### src/design/etm_pkg.sv
// Shared types, constants and the CORDIC arctangent table for the
// Euler TRS matrix builder. No dependencies.
`default_nettype none
package etm_pkg;

  localparam int SCALE_W = 24;
  localparam int SHIFT_W = 32;
  localparam int OUT_W   = 32;
  localparam int MAG_W   = 24;

  // CORDIC sine/cosine pipeline
  localparam int CW               = 18;
  localparam int CORDIC_STEPS     = 15;
  localparam int CORDIC_PER_STAGE = 3;
  localparam int CORDIC_STAGES    = (CORDIC_STEPS + CORDIC_PER_STAGE - 1) / CORDIC_PER_STAGE;
  localparam int CORDIC_LAT       = CORDIC_STAGES + 2;

  typedef logic signed [CW-1:0] cord_t;
  typedef logic signed [15:0]   trig_t;

  localparam cord_t X_INIT    = 18'sd19898;
  localparam cord_t TRIG_MAX  = 18'sd32767;
  localparam cord_t TRIG_MIN  = -18'sd32767;

  localparam cord_t ATAN_TAB [0:CORDIC_STEPS-1] = '{
    18'sd8192, 18'sd4836, 18'sd2555, 18'sd1297, 18'sd651, 18'sd326, 18'sd163,
    18'sd81, 18'sd41, 18'sd20, 18'sd10, 18'sd5, 18'sd3, 18'sd1, 18'sd1
  };

  // Rotation entries, Q30
  localparam int MAT_LAT = 3;
  typedef logic signed [32:0] r30_t;

  // Reciprocal divider
  localparam int DIV_BITS      = 31;
  localparam int DIV_PER_STAGE = 4;
  localparam int DIV_STAGES    = (DIV_BITS + DIV_PER_STAGE - 1) / DIV_PER_STAGE;
  localparam int DIV_LAT       = DIV_STAGES + 1;

  localparam logic signed [OUT_W-1:0] POS_MAX = 32'sh7fffffff;

  typedef struct packed {
    logic signed [OUT_W-1:0] inv;
    logic                    sat;
  } recip_t;

  localparam int PROD_LAT = 2;

  typedef enum logic [1:0] {
    COL_0     = 2'd0,
    COL_1     = 2'd1,
    COL_2     = 2'd2,
    COL_SHIFT = 2'd3
  } col_t;

endpackage
`default_nettype wire

### src/design/etm_cordic.sv
// Pipelined rotation-mode CORDIC: binary angle to Q1.15 cosine and sine.
// Depends on etm_pkg.
`default_nettype none
module etm_cordic #(
  parameter int ANGLE_BITS = 16
) (
  input  wire logic                  clk,
  input  wire logic                  en,
  input  wire logic [ANGLE_BITS-1:0] angle,
  output etm_pkg::trig_t             cos_o,
  output etm_pkg::trig_t             sin_o
);
  import etm_pkg::*;

  logic [15:0] phase;
  logic [15:0] phase_off;
  logic [1:0]  quad;
  logic [15:0] resid;

  if (ANGLE_BITS >= 16) begin : g_hi
    assign phase = angle[ANGLE_BITS-1 -: 16];
  end else begin : g_lo
    assign phase = {angle, {(16-ANGLE_BITS){1'b0}}};
  end

  assign phase_off = phase + 16'd8192;
  assign quad      = phase_off[15:14];
  assign resid     = phase - {quad, 14'd0};

  cord_t      x_r [0:CORDIC_STAGES];
  cord_t      y_r [0:CORDIC_STAGES];
  cord_t      z_r [0:CORDIC_STAGES];
  logic [1:0] q_r [0:CORDIC_STAGES];

  always_ff @(posedge clk) begin
    if (en) begin
      x_r[0] <= X_INIT;
      y_r[0] <= '0;
      z_r[0] <= CW'($signed(resid));
      q_r[0] <= quad;
    end
  end

  for (genvar s = 1; s <= CORDIC_STAGES; s++) begin : g_stage
    cord_t x_nxt, y_nxt, z_nxt;
    always_comb begin
      cord_t dx, dy;
      x_nxt = x_r[s-1];
      y_nxt = y_r[s-1];
      z_nxt = z_r[s-1];
      for (int k = 0; k < CORDIC_PER_STAGE; k++) begin
        if ((s-1)*CORDIC_PER_STAGE + k < CORDIC_STEPS) begin
          dx = y_nxt >>> ((s-1)*CORDIC_PER_STAGE + k);
          dy = x_nxt >>> ((s-1)*CORDIC_PER_STAGE + k);
          if (!z_nxt[CW-1]) begin
            x_nxt = x_nxt - dx;
            y_nxt = y_nxt + dy;
            z_nxt = z_nxt - ATAN_TAB[(s-1)*CORDIC_PER_STAGE + k];
          end else begin
            x_nxt = x_nxt + dx;
            y_nxt = y_nxt - dy;
            z_nxt = z_nxt + ATAN_TAB[(s-1)*CORDIC_PER_STAGE + k];
          end
        end
      end
    end
    always_ff @(posedge clk) begin
      if (en) begin
        x_r[s] <= x_nxt;
        y_r[s] <= y_nxt;
        z_r[s] <= z_nxt;
        q_r[s] <= q_r[s-1];
      end
    end
  end

  trig_t cr, sr, cos_nxt, sin_nxt, cos_r, sin_r;

  always_comb begin
    cord_t xf, yf;
    xf = x_r[CORDIC_STAGES];
    yf = y_r[CORDIC_STAGES];
    if (xf > TRIG_MAX)      cr = TRIG_MAX[15:0];
    else if (xf < TRIG_MIN) cr = TRIG_MIN[15:0];
    else                    cr = xf[15:0];
    if (yf > TRIG_MAX)      sr = TRIG_MAX[15:0];
    else if (yf < TRIG_MIN) sr = TRIG_MIN[15:0];
    else                    sr = yf[15:0];
    unique case (q_r[CORDIC_STAGES])
      2'd0: begin cos_nxt = cr;  sin_nxt = sr;  end
      2'd1: begin cos_nxt = -sr; sin_nxt = cr;  end
      2'd2: begin cos_nxt = -cr; sin_nxt = -sr; end
      2'd3: begin cos_nxt = sr;  sin_nxt = -cr; end
      default: begin cos_nxt = cr; sin_nxt = sr; end
    endcase
  end

  always_ff @(posedge clk) begin
    if (en) begin
      cos_r <= cos_nxt;
      sin_r <= sin_nxt;
    end
  end

  assign cos_o = cos_r;
  assign sin_o = sin_r;
endmodule
`default_nettype wire

### config.mk
export PLATFORM = sky130hd
export DESIGN_NAME = etm_cordic
export DESIGN_NICKNAME = d
export VERILOG_FILES = /design/src/design/etm_pkg.sv /design/src/design/etm_cordic.sv
export SDC_FILE = /design/constraint.sdc
export NUM_CORES = 2
export LEC_CHECK = 0
export ABC_AREA = 1
export BUFFER_PORTS_ARGS = -buffer_cell sky130_fd_sc_hd__buf_4
export CORE_UTILIZATION = 30
export CTS_CLUSTER_SIZE = 20
export DETAILED_ROUTE_END_ITERATION = 6
export GPL_TIMING_DRIVEN = 1
export SYNTH_ARGS = -nofsm -noshare
export SYNTH_HDL_FRONTEND = slang
export SYNTH_SLANG_ARGS = --single-unit
### constraint.sdc
create_clock -name clk -period 9.1 [get_ports clk]
set_input_delay 0 -clock clk [delete_from_list [all_inputs] [get_ports clk]]
set_output_delay 0 -clock clk [all_outputs]
set_load 0.005 [all_outputs]
==> results.yml <==
yosys:
  synth_edf_count: 310
  synth-main-ff-cell: "edfxtp_1"
  seq_area_frac_synth: 0.188
  ys_top_cells_by_area: "edfxtp_1 19%, ha_1 18%, nand2_1 13%, xor2_1 8.8%, inv_1 8.7%"
  netlist_area_sq_mm: 0.0496
  synthCells: 7237
  syn-num-nets: 8003
  synth_cell_types: 69
  synth.top_cell.area_share: 0.188
  synth.most_common_cell: "nand2_1"
  synth_top_cells_by_count: "1753 x nand2_1, 1152 x inv_1, 714 x ha_1"
  yosysWarnings: 0
  ys_async_sr_fraction: 0
  synth_area_leader_cell: "edfxtp_1"
  syn_area_per_cell_sq_um: 6.86
  ys_ff_latch: 310
cts:
  cts-root-buf: "clkbuf_16"
  clock_latency_ns: 0.62
  cts_tree: "built"
  htreeDepth: 2
  cts_buffers: 41
  clk_pin_slew_worst_paths_ns: 0.05
  clockBufferDepth: 3
  cts.sinks: 310
run_status:
  violations: "design-rule violations"
  status: "finished, violations left"
layout:
  syn2layout_area_growth_pct: 9.70
  nFillCells: 17600
  fin_area_sq_mm: 0.0545
  nets: 8097
  fin_cells: 9537
  drive_gt1_frac: 0.0478
route:
  drt_iter0_markers: 3177
  drc: 9
  wl_per_cell_microns: 14.7
  ant_nets: 0
  drtPass1Iterations: 7
  num_vias: 46600
  wirelength_mm: 140
  vias_per_cell: 4.88
sta:
  final-max-slew-violation-count: 0
  tns_ns: 0
  hold_viol: 0
  worstMarginPinSlew_ns: 0.942
  period_share: 0.922
  skew_ns: 0.0362
  setup_viol: 0
  relSlewSlack: 0.365
  fmax_ghz: 0.119
  fin_crit_ns: 8.39
critical_path:
  crit_path_end_kind: "register"
  endpoint: "y_r[5][16]"
  startpoint: "x_r[4][12]"
  rrSetupSlack_ns: 0.71
  worstPathArrival_ns: 8.75
  crit_top_cell: "nand2_1"
  crit_fanout: 4
  crit_required_ns: 9.46
  r2r-start: "x_r[4][12]"
  crit_path_start_kind: "register"
  cp_slowest_cell: "edfxtp_1"
  cpPeakStageDelay_ns: 0.46
  worstSetupPathType: "register to register"
  r2r-end: "y_r[5][16]"
  r2r_cells: 49
global_route:
  antenna_found_initial: 2
  grt_overflow: 0
  gr-usage-all-layers: 0.163
  grt_start_max_net_pins: 91
  grt_pass1_wl_mm: 227
  grt_pass1_vias: 44300
place:
  place.gp.congestion: 0.949
  dp_hpwl_mm: 119
  placement.io_buffers: 49
  dp_cells: 9444
  placed_area_sq_mm: 0.0527
floorplanning:
  die_w_microns: 409
  design.core.area_sq_mm: 0.164
  io_pins: 50
  die_h_microns: 409
  dieArea_sq_mm: 0.167
  std_cell_rows: 148
  start_util: 0.304
flow_run:
  cap_violations: 0
worst_hold_path:
  hold_class: "input pin to register"
==> cell type report <==
class | instances | area [sq um] | share of cell area
antenna | 1 | 2.50 | 0.0000460
clock buffer | 47 | 1090 | 0.0200
tap | 2175 | 2720 | 0.0500
multi-input combinational | 5704 | 35800 | 0.658
timing repair buffer | 99 | 801 | 0.0147
sequential | 310 | 9310 | 0.171
clock inverter | 26 | 314 | 0.00577
inverter | 1175 | 4410 | 0.0810
==> worst min-delay path by stage <==
| stage | to | cells after the start | start | slack [ns] |
|---|---|---|---|---|
| after floorplan | z_r[0][0] | 0 | angle[0] | 0.1 |
| after global placement | z_r[0][3] | 1 | angle[3] | 0.18 |
| after detailed placement | z_r[0][7] | 1 | angle[7] | 0.18 |
| after CTS | z_r[0][7] | 2 | angle[7] | 0.05 |
| after global routing | z_r[0][7] | 2 | angle[7] | 0.09 |
| final | z_r[0][7] | 2 | angle[7] | 0.10 |
==> through the flow <==
stage / hold slack (ns) / setup slack [ns] / util
2_1_floorplan: 0.0989 / 1.28 / -
3_3_place_gp: 0.181 / 0.267 / 0.323
3_5_place_dp: 0.179 / 0.251 / 0.323
4_1_cts: 0.0526 / 0.237 / 0.332
5_1_grt: 0.0875 / -0.0580 / 0.333
6_report: 0.102 / 0.705 / 0.333
==> placed cells by master (no fill, tap or decap), types with 17 or more instances in the layout <==
cell,count
a21o_1,34
a21oi_1,644
a31oi_1,39
buf_4,80
clkbuf_16,43
dlygate4sd3_1,17
edfxtp_1,310
fa_1,34
ha_1,712
inv_1,1152
inv_2,18
nand2_1,1753
nand2_2,44
nand2_4,19
nand3_1,418
nand3_2,24
nand3b_1,31
nand4_1,92
nor2_1,451
nor3_1,103
o2111ai_1,25
o211ai_1,17
o21ai_0,312
o21ai_1,25
o21bai_1,50
o31ai_1,36
or2_2,20
xnor2_1,150
xor2_1,496
==> flip-flops by register name, indices dropped and copies added (netlist names) <==
name and flops:
cos_o 16, x_r 88, y_r 90, q_r 12, z_r 88, sin_o 16
==> worst max-delay path: cells and delay by family (launching register included) <==
| family | cells | cell delay [ns] |
|---|---|---|
| adder cells (fa/ha/maj) | 7 | 2.04 |
| buffers and inverters | 5 | 0.44 |
| AO/OA/AOI/OAI | 15 | 2.86 |
| flip-flops | 1 | 0.46 |
| AND/OR/NAND/NOR | 21 | 2.09 |
| XOR/XNOR | 1 | 0.26 |
==> timing repair <==
item                       4_1_cts  5_1_grt
setup buffers                    0        1
hold buffers                    17        0
setup endpoints to repair        0       14
hold endpoints to repair       102        0
resized for setup                0       25
==> routing by layer <==
layer	vias to the layer above	track usage	wire, microns
li1	24200	-	-
met1	21300	0.218	66000
met2	925	0.284	65600
met3	133	0.0140	5560
met4	0	0.0355	2650
met5	-	0	0
==> cell families after synthesis <==
family          Yosys count  share of synthesized area
fa+ha+maj               748                      0.194
flops                   310                      0.188
compound gates         1275                      0.144
other cells               1                  0.0000755
buf+inv                1223                     0.0935
xor+xnor                659                      0.118
simple gates           3021                      0.262
Power is left out: the tool's default activity adds up to more than one toggle a clock period on the data nets, which glitch-free logic cannot reach.
