File: src/design/etm_pkg.sv
// Shared types, constants and the CORDIC arctangent table for the
// Euler TRS matrix builder. No dependencies.
`default_nettype none
package etm_pkg;

  localparam int SCALE_W = 24;
  localparam int SHIFT_W = 32;
  localparam int OUT_W   = 32;
  localparam int MAG_W   = 24;

  // CORDIC sine/cosine pipeline
  localparam int CW               = 18;
  localparam int CORDIC_STEPS     = 15;
  localparam int CORDIC_PER_STAGE = 3;
  localparam int CORDIC_STAGES    = (CORDIC_STEPS + CORDIC_PER_STAGE - 1) / CORDIC_PER_STAGE;
  localparam int CORDIC_LAT       = CORDIC_STAGES + 2;

  typedef logic signed [CW-1:0] cord_t;
  typedef logic signed [15:0]   trig_t;

  localparam cord_t X_INIT    = 18'sd19898;
  localparam cord_t TRIG_MAX  = 18'sd32767;
  localparam cord_t TRIG_MIN  = -18'sd32767;

  localparam cord_t ATAN_TAB [0:CORDIC_STEPS-1] = '{
    18'sd8192, 18'sd4836, 18'sd2555, 18'sd1297, 18'sd651, 18'sd326, 18'sd163,
    18'sd81, 18'sd41, 18'sd20, 18'sd10, 18'sd5, 18'sd3, 18'sd1, 18'sd1
  };

  // Rotation entries, Q30
  localparam int MAT_LAT = 3;
  typedef logic signed [32:0] r30_t;

  // Reciprocal divider
  localparam int DIV_BITS      = 31;
  localparam int DIV_PER_STAGE = 4;
  localparam int DIV_STAGES    = (DIV_BITS + DIV_PER_STAGE - 1) / DIV_PER_STAGE;
  localparam int DIV_LAT       = DIV_STAGES + 1;

  localparam logic signed [OUT_W-1:0] POS_MAX = 32'sh7fffffff;

  typedef struct packed {
    logic signed [OUT_W-1:0] inv;
    logic                    sat;
  } recip_t;

  localparam int PROD_LAT = 2;

  typedef enum logic [1:0] {
    COL_0     = 2'd0,
    COL_1     = 2'd1,
    COL_2     = 2'd2,
    COL_SHIFT = 2'd3
  } col_t;

endpackage
`default_nettype wire

File: src/design/etm_recip.sv
// Pipelined restoring divider: rounded signed reciprocal of one scale
// factor with overflow clamp. Depends on etm_pkg.
`default_nettype none
module etm_recip #(
  parameter int FRACTION_BITS = 16
) (
  input  wire logic                                clk,
  input  wire logic                                en,
  input  wire logic signed [etm_pkg::SCALE_W-1:0]  scale,
  output etm_pkg::recip_t                          res
);
  import etm_pkg::*;

  localparam int NW  = (2*FRACTION_BITS + 1 > DIV_BITS + 1) ? 2*FRACTION_BITS + 1 : DIV_BITS + 1;
  localparam int HW  = NW - DIV_BITS;
  localparam int CPW = (HW > MAG_W) ? HW : MAG_W;

  logic [MAG_W-1:0] mag_c;
  logic [NW-1:0]    num_c;
  logic [HW-1:0]    hi_c;
  logic             ovf_c;
  logic             zero_c;

  assign mag_c  = scale[SCALE_W-1] ? MAG_W'(-scale) : MAG_W'(scale);
  assign num_c  = (NW'(1) << (2*FRACTION_BITS)) + NW'(mag_c >> 1);
  assign hi_c   = num_c[NW-1:DIV_BITS];
  assign ovf_c  = CPW'(hi_c) >= CPW'(mag_c);
  assign zero_c = (mag_c == '0);

  logic [MAG_W-1:0]    rem_r  [0:DIV_STAGES];
  logic [DIV_BITS-1:0] quo_r  [0:DIV_STAGES];
  logic [DIV_BITS-1:0] low_r  [0:DIV_STAGES];
  logic [MAG_W-1:0]    mag_r  [0:DIV_STAGES];
  logic                neg_r  [0:DIV_STAGES];
  logic                sat_r  [0:DIV_STAGES];
  logic                zero_r [0:DIV_STAGES];

  always_ff @(posedge clk) begin
    if (en) begin
      rem_r[0]  <= MAG_W'(hi_c);
      quo_r[0]  <= '0;
      low_r[0]  <= num_c[DIV_BITS-1:0];
      mag_r[0]  <= mag_c;
      neg_r[0]  <= scale[SCALE_W-1];
      sat_r[0]  <= zero_c | ovf_c;
      zero_r[0] <= zero_c;
    end
  end

  for (genvar s = 1; s <= DIV_STAGES; s++) begin : g_stage
    logic [MAG_W-1:0]    rem_nxt;
    logic [DIV_BITS-1:0] quo_nxt;
    always_comb begin
      logic [MAG_W:0] trial;
      rem_nxt = rem_r[s-1];
      quo_nxt = quo_r[s-1];
      for (int k = 0; k < DIV_PER_STAGE; k++) begin
        if ((s-1)*DIV_PER_STAGE + k < DIV_BITS) begin
          trial = {rem_nxt, low_r[s-1][DIV_BITS-1-((s-1)*DIV_PER_STAGE + k)]};
          if (trial >= {1'b0, mag_r[s-1]}) begin
            rem_nxt = MAG_W'(trial - {1'b0, mag_r[s-1]});
            quo_nxt[DIV_BITS-1-((s-1)*DIV_PER_STAGE + k)] = 1'b1;
          end else begin
            rem_nxt = trial[MAG_W-1:0];
          end
        end
      end
    end
    always_ff @(posedge clk) begin
      if (en) begin
        rem_r[s]  <= rem_nxt;
        quo_r[s]  <= quo_nxt;
        low_r[s]  <= low_r[s-1];
        mag_r[s]  <= mag_r[s-1];
        neg_r[s]  <= neg_r[s-1];
        sat_r[s]  <= sat_r[s-1];
        zero_r[s] <= zero_r[s-1];
      end
    end
  end

  logic signed [OUT_W-1:0] quo_s;
  assign quo_s = {1'b0, quo_r[DIV_STAGES]};

  always_comb begin
    res.sat = sat_r[DIV_STAGES];
    if (zero_r[DIV_STAGES])     res.inv = POS_MAX;
    else if (sat_r[DIV_STAGES]) res.inv = neg_r[DIV_STAGES] ? -POS_MAX : POS_MAX;
    else                        res.inv = neg_r[DIV_STAGES] ? -quo_s : quo_s;
  end
endmodule
`default_nettype wire

File: config.mk
export PLATFORM = sky130hd
export DESIGN_NAME = etm_recip
export DESIGN_NICKNAME = d
export VERILOG_FILES = /design/src/design/etm_pkg.sv /design/src/design/etm_recip.sv
export SDC_FILE = /design/constraint.sdc
export NUM_CORES = 2
export LEC_CHECK = 0
export ABC_AREA = 1
export BUFFER_PORTS_ARGS = -buffer_cell sky130_fd_sc_hd__buf_2
export CORE_UTILIZATION = 35
export DETAILED_ROUTE_END_ITERATION = 10
export HOLD_SLACK_MARGIN = 0.15
export PLACE_DENSITY = 0.6
export SLEW_MARGIN = 20
export SYNTH_ARGS = -nofsm -noshare
export SYNTH_HDL_FRONTEND = slang
export SYNTH_SLANG_ARGS = --single-unit
File: constraint.sdc
create_clock -name clk -period 22.1 [get_ports clk]
set_input_delay 3.315 -clock clk [delete_from_list [all_inputs] [get_ports clk]]
set_output_delay 3.315 -clock clk [all_outputs]
set_load 0.005 [all_outputs]
==> results by group <==
Clocking
  • Reg clk slew, reported paths: around 60 ps
  • CTS tree: done
  • TritonCTS Sinks: 530
  • Post-CTS Setup Inserts: 0
  • Clock Latency Late Sink: around 700 ps
  • Post-CTS Hold Buffers: 0
  • CTS Buf Count: 66
  • CTS Root Cell: clkbuf_16
  • Post-CTS sizing: 0
  • CTS max path bufs: 3
  • # H-tree levels: 3

Setup path
  • CP required: 22580 ps
  • Reg2reg end: rem_r[0][176]$_DFFE_PP_
  • R2r setup slk: 10090 ps
  • Worst setup endpoint: rem_r[0][176]$_DFFE_PP_
  • Cells on worst reg2reg path: 48
  • Crit Path Category: flop to flop
  • Crit. Startpoint: mag_r[0][166]$_DFFE_PP_
  • Max incr delay on CP: 800 ps
  • RR Startpoint: mag_r[0][166]$_DFFE_PP_
  • Max stage delay cell, worst path: nand3_2
  • Most used cell, CP: nand2_1
  • CP Max Fanout: 32
  • Startpoint types: flop
  • Crit path DAT: around 12000 ps
  • Setup crit end kind: flop

Die
  • CORE AREA: 185000 um^2
  • Die Span Y: roughly 430 um
  • Row count: 158
  • Die W: 434 um
  • Initial Util: about a third
  • Die Footprint: about 190000 um^2
  • Total I/O pin count: between 50 and 60

Final layout
  • Layout Nets: 10364
  • Fraction of layout cells with a size suffix above 1: 4.08%
  • Layout filler cell count: 19794
  • Sequential cell area: 15900 um^2
  • Multi-input gate area: 44000 um^2
  • Final Cell Area: 70100 um^2
  • Layout area overhead: 7.57%

Timing
  • Fmax: 83.3 MHz
  • Slew Viols, Final: 0
  • Measured slew at the worst slew-check pin: 1130 ps
  • Final hold vios: 0
  • Fin crit period: 12010 ps
  • Setup TNS Final: 0 ps
  • Setup violators final: 0
  • Relative slew slack: 24.5%
  • Crit share post-route: 54.3%
  • RSZ-0062 raised after global routing: no
  • Layout Skew: 87.5 ps

Logic synthesis
  • Synth Area in Compound Gates: between 10% and 20%
  • #FFs+latches synth: 530
  • Synth top area share: around 24%
  • Xor/xnor cell area share of the yosys netlist: roughly 7.8%
  • Top cells by area, synth: edfxtp_1 (24%), nand2_1 (17%), ha_1 (14%)
  • Post-synthesis sequential area ratio: 24.4%
  • Post-synthesis mux area share: 0%
  • Synth Area in Adders: 14.5%
  • Yosys top cell by area: edfxtp_1
  • Largest family of logic cells by synthesized area: simple AND/OR/NAND/NOR gates
  • Top cells by count, synth: nand2_1 (2994), inv_1 (1107), ha_1 (718)
  • Main synth FF type: edfxtp_1
  • Ys async rst share: 0%
  • Mapped Cells: ~9600
  • Synth unique cells: 66
  • Yosys warnings: 0
  • Synth Cell Area: roughly 65000 um^2
  • Mean Syn Cell Area: a little under 7 um^2
  • Number of synthesized flops with an enable pin: 530
  • Count leader, synth: nand2_1
  • Post-Synth Simple-Gate Area: a little under a third
  • Net Count, Synth: approximately 10000

Global route
  • Largest net degree at the start of global routing: a little under 100
  • Total GRT Usage: 25.6%
  • Gr ovfl total: 0
  • First-pass GRT wire length: 368000 um
  • Vias in the first global route: slightly above 60000
  • Antenna violations before repair: 5

Detailed routing
  • Routed WL per cell: roughly 20 um
  • DRT iter0 DRCs: 5573
  • DR pass1 iterations: 8
  • ANT nets after route: 0
  • Routed WL: 246000 um
  • DR DRC count: 0
  • Via Count: 65224
  • Via density: 5.37

Hold path
  • HP Class: flop to flop

Run status
  • Status: finished clean

Placement
  • Dpl hpwl: 204000 um
  • DP Area: roughly 68000 um^2
  • GPL Wtd Cong: just under 1
  • IO buf count: 58

Flow run
  • Max Cap Viol: 0
## worst min path at each step
stage / start / endpoint / slack (ps) / cells past startpoint
2_1_floorplan: neg_r[0][0]$_DFFE_PP_ / neg_r[0][1]$_DFFE_PP_ / 400 / 0
3_3_place_gp: quo_r[0][227]$_DFFE_PP_ / quo_r[0][258]$_DFFE_PP_ / 400 / 0
3_5_place_dp: quo_r[0][146]$_DFFE_PP_ / quo_r[0][177]$_DFFE_PP_ / 400 / 0
4_1_cts: quo_r[0][198]$_DFFE_PP_ / quo_r[0][229]$_DFFE_PP_ / 370 / 0
5_1_grt: quo_r[0][198]$_DFFE_PP_ / quo_r[0][229]$_DFFE_PP_ / 380 / 0
6_report: quo_r[0][198]$_DFFE_PP_ / quo_r[0][229]$_DFFE_PP_ / 370 / 0
## flip-flops by register name, summed over array words and instances, names as in the netlist
register,flops
quo_r,143
zero_r,9
rem_r,168
sat_r,9
mag_r,192
neg_r,9
## worst max-delay path: cells and delay by family (launching register included)
family | cells | cell delay [ps]
AND/OR/NAND/NOR | 28 | 5220
buffers and inverters | 6 | 1640
AO/OA/AOI/OAI | 10 | 3000
flip-flops | 1 | 390
adder cells (fa/ha/maj) | 4 | 1510
## routing by layer
metal	track usage, %	wire (um)	vias up
li1	-	-	32215
met1	34.6	110000	30392
met2	40.6	109000	2187
met3	2.49	14300	428
met4	12.4	13200	2
met5	0	10	-
## stage by stage
stage	setup slack (ps)	instances	utilization (%)	hold WS, ps
floorplan	14380	9604	-	400
global placement	10300	12008	36.6	402
detailed placement	10200	12008	36.6	405
CTS	10210	12126	37.8	367
global route	9090	12133	37.9	383
finish	10090	12135	37.9	371
## cells in the final DEF (no fill, tap or decap), drive strengths merged, types with 12 or more instances in the layout
cell type	instances
inv	1154
xor2	315
ha	718
nand3	616
xnor2	267
nor3	138
clkinv	25
nor3b	14
fa	23
a21oi	724
nand4	158
nand2	3022
o21a	33
o21bai	56
a21o	81
edfxtp	530
buf	77
o211ai	12
o21ai	646
clkbuf	82
nor2	669
a21boi	30
nand3b	22
a31oi	52
nor4	53
or2	57
## area by class of cell
type | instances | area share [%]
Tap cell | 2480 | 4.42
Timing Repair Buffer | 77 | 0.649
Inverter | 1154 | 6.19
Clock buffer | 82 | 2.50
Sequential cell | 530 | 22.7
Clock inverter | 36 | 0.737
Antenna cell | 8 | 0.0285
Multi-Input combinational cell | 7768 | 62.8
## cells by family after synthesis
| group | after synthesis |
|---|---|
| AOI/OAI and AO/OA | 1686 |
| xor gates and xnor gates | 582 |
| adders and majority gates | 741 |
| buffers and inverters | 1306 |
| DFF | 530 |
| and+or+nand+nor | 4759 |
Power is left out: the tool's default activity adds up to more than one toggle a clock period on the data nets, which glitch-free logic cannot reach.
